### config.mk
export PLATFORM = sky130hd
export DESIGN_NAME = msf_ram
export DESIGN_NICKNAME = d
export VERILOG_FILES = /design/src/msf_ram.sv
export SDC_FILE = /design/constraint.sdc
export NUM_CORES = 1
export LEC_CHECK = 0
export ABC_AREA = 1
export BUFFER_PORTS_ARGS = -buffer_cell sky130_fd_sc_hd__buf_2
export CAP_MARGIN = 20
export CORE_AREA = 2 2 115 95
export CTS_CLUSTER_DIAMETER = 100
export DETAILED_ROUTE_END_ITERATION = 8
export DIE_AREA = 0 0 117 97
export GPL_ROUTABILITY_DRIVEN = 0
export PLACE_DENSITY = 0.79
export SYNTH_ARGS = -nofsm -noshare
export SYNTH_HDL_FRONTEND = slang
export SYNTH_SLANG_ARGS = --single-unit
### constraint.sdc
create_clock -name clk -period 2.5 [get_ports clk]
set_input_delay 0.5 -clock clk [delete_from_list [all_inputs] [get_ports clk]]
set_output_delay 0.5 -clock clk [all_outputs]
set_load 0.005 [all_outputs]
### src/msf_ram.sv
// ----------------------------------------------------------------------------
// msf_ram
// Simple dual-port synchronous RAM, one write and one registered read port.
// ----------------------------------------------------------------------------
module msf_ram #(
  parameter int DATA_W = 8,
  parameter int DEPTH  = 16
) (
  input  logic                     clk,
  input  logic                     wr_en,
  input  logic [$clog2(DEPTH)-1:0] wr_addr,
  input  logic [DATA_W-1:0]        wr_data,
  input  logic [$clog2(DEPTH)-1:0] rd_addr,
  output logic [DATA_W-1:0]        rd_data
);

  logic [DATA_W-1:0] mem [DEPTH];

  always_ff @(posedge clk) begin
    if (wr_en) begin
      mem[wr_addr] <= wr_data;
    end
    rd_data <= mem[rd_addr];
  end

endmodule
==> run_results.csv <==
group,metric,value,unit
setup_path,path_class,"in2reg",
yosys,yosys_warnings,0,
finish,drive_above_1_share,9.694,%
pwr,p_sw_share,21.67,%
die,core.rowCount,33,
timing,relSlewSlack,50.34,%
yosys,avgSynthCellArea,10.47,um2
detailed_routing,first_pass_iters,6,
die,die_y,97,um
detailed_routing,wirelength,12.23,mm
cts,cts-root-buf,"clkbuf_16",
cts,worst_skew_pair.late_latency,0.42,ns
cts,cts.sinks,136,
pwr,pwr-share-comb,5.8,%
timing,drv_slew,0,
cts,cts_buffers,17,
detailed_routing,first_iter_violations,373,
pwr,powerDensity,791.0,nW/um2
detailed_routing,antenna_left,0,
pwr,pwr-share-seq,50.0,%
yosys,seq_area_frac_synth,69.43,%
die,start_util,57.01,%
setup_path,arrival,1.51,ns
timing,fmax,0.6867,GHz
pwr,ir_drop,597.6,uV
global_routing,grt_start_max_net_pins,65,
hold_path,holdPathStages,3,
detailed_routing,avgViaCountPerCell,5.239,
timing,finalSetupViolCount,0,
timing,rsz0062_at_grt,"no",
global_routing,grt-ovfl-total,0,
timing,fin_setup_tns,0,ns
setup_path,rr_worst_depth,6,
finish,syn_to_final_growth,12.37,%
detailed_routing,drcViolationCount,0,
global_routing,grt_pass1_wl,19.42,mm
cts,hold_buffers,0,
pwr,power.share.clock,44.2,%
pwr,power.internal,4.015,mW
pwr,leakage,2.789,nW
outcome,status,"complete, no violations",
cts,cts_setup_buffers,0,
timing,clock_skew,0.007608,ns
cts,cts_resized,0,
cts,cts.htree.levels,4,
timing,tightest_slew,0.7421,ns
pwr,finalPower,5.126,mW
global_routing,antenna_found_initial,0,
yosys,syn-num-nets,569,
global_routing,grt_pass1_vias,3696,
cts,cts_max_path_buffers,2,
cts,path_clk_slew,0.05,ns
pwr,p_switching,1.111,mW
timing,fin_crit,1.456,ns
die,core-area,10120,um2
detailed_routing,vias,3814,
yosys,ys_ff_latch,136,
finish,layout.cells.non_filler,728,
detailed_routing,wl_met1,5.096,mm
place,place_inst,696,
finish,n_antenna_cell,0,
timing,period_share,58.25,%
global_routing,track_usage,23.55,%
detailed_routing,dr_wl_met3,1.063,mm
detailed_routing,wl_met2,5.815,mm
finish,layout_commonest_cell,"nand2_1",
setup_path,startpoint_type,"input port",
setup_path,crit_required,2.55,ns
flow_run,drv_cap,0,
detailed_routing,wl_per_cell,16.80,um
yosys,syn_area,5767,um2
yosys,synth.distinct_cells,12,
place,dp_hpwl,7.481,mm
die,die_w,117,um
place,numPortBuffers,25,
yosys,syn_inst,551,
finish,fin_nets,593,
timing,hold_viol_final,0,
die,dieArea,11350,um2
hold_path,min_path_type,"in2reg",
setup_path,critPathMaxFanout,8,
setup_path,end_kind,"register",
detailed_routing,highest_layer,"met4",
cts,cts_tree,"done",
die,io_pins,26,
finish,final_cell_mix,"nand2_1, edfxtp_1, inv_1",
-- power groups by stage --
stage	Sequential, mW	Combinational [mW]	Clock [mW]
6_report	2.56	0.299	2.26
5_1_grt	2.57	0.332	2.39
4_1_cts	2.56	0.296	2.28
3_5_place_dp	2.61	0.293	0
3_3_place_gp	2.61	0.285	0
2_1_floorplan	2.61	0.180	0
-- metal layers --
layer | GRT usage, % | vias to the layer above
met4 | 8.416 | 0
li1 | - | 1818
met5 | 0 | -
met1 | 32.24 | 1789
met3 | 7.707 | 20
met2 | 35.48 | 187
-- path summary, 6_finish.rpt --
check	startpoint	endpoint	slack, ns
setup / recovery	wr_addr[2]	mem[9][4]$_DFFE_PP_	1.04
hold / removal	rd_addr[3]	rd_data[3]$_DFF_P_	0.44
setup reg to reg	mem[5][0]$_DFFE_PP_	rd_data[0]$_DFF_P_	1.42
hold reg to reg	mem[10][6]$_DFFE_PP_	rd_data[6]$_DFF_P_	0.66
-- cell families after synthesis --
family                 count (synthesis)  synth area share, %
buffers and inverters                126                9.525
DFF                                  136                69.43
and+or+nand+nor                      289                21.05
-- state kept, by name, summed over array words and instances (netlist names) --
name	cells
mem	128
rd_data	8
-- metrics by stage --
stage	setup slack [ns]	cell area (um2)	hold WS, ns	util, %
after floorplan	1.049	5767	0.5989	-
after detailed placement	0.6381	5943	0.6442	58.75
after global placement	0.6944	5943	0.6378	58.75
after global routing	1.002	6480	0.4540	64.06
after CTS	1.077	6480	0.4227	64.06
final	1.044	6480	0.4422	64.06
-- critical path, stage by stage --
cell,delay [ns]
buf_2,0.12
nand3b_1,0.26
nor2_1,0.62
-- final cells by class --
class,instances,area [um2]
Clock inverter,9,78.83
Fill cell,764,3636
Multi-Input combinational cell,289,1214
Tap cell,140,175.2
Inverter,102,382.9
Timing Repair Buffer,29,167.7
Sequential cell,136,4004
Clock buffer,23,457.9
-- synthesized netlist by cell type --
master    instances  area share [%]
nand2_1         173              11
edfxtp_1        128              67
inv_1           100             6.5
nand3_1          97             8.4
nor2_1           17             1.1
buf_2            13             1.1
dfxtp_1           8             2.8
buf_6             6             1.2
buf_4             4            0.52
inv_2             2            0.13
nand3b_1          2            0.26
buf_1             1           0.065
Power figures use the tool's default switching activity.
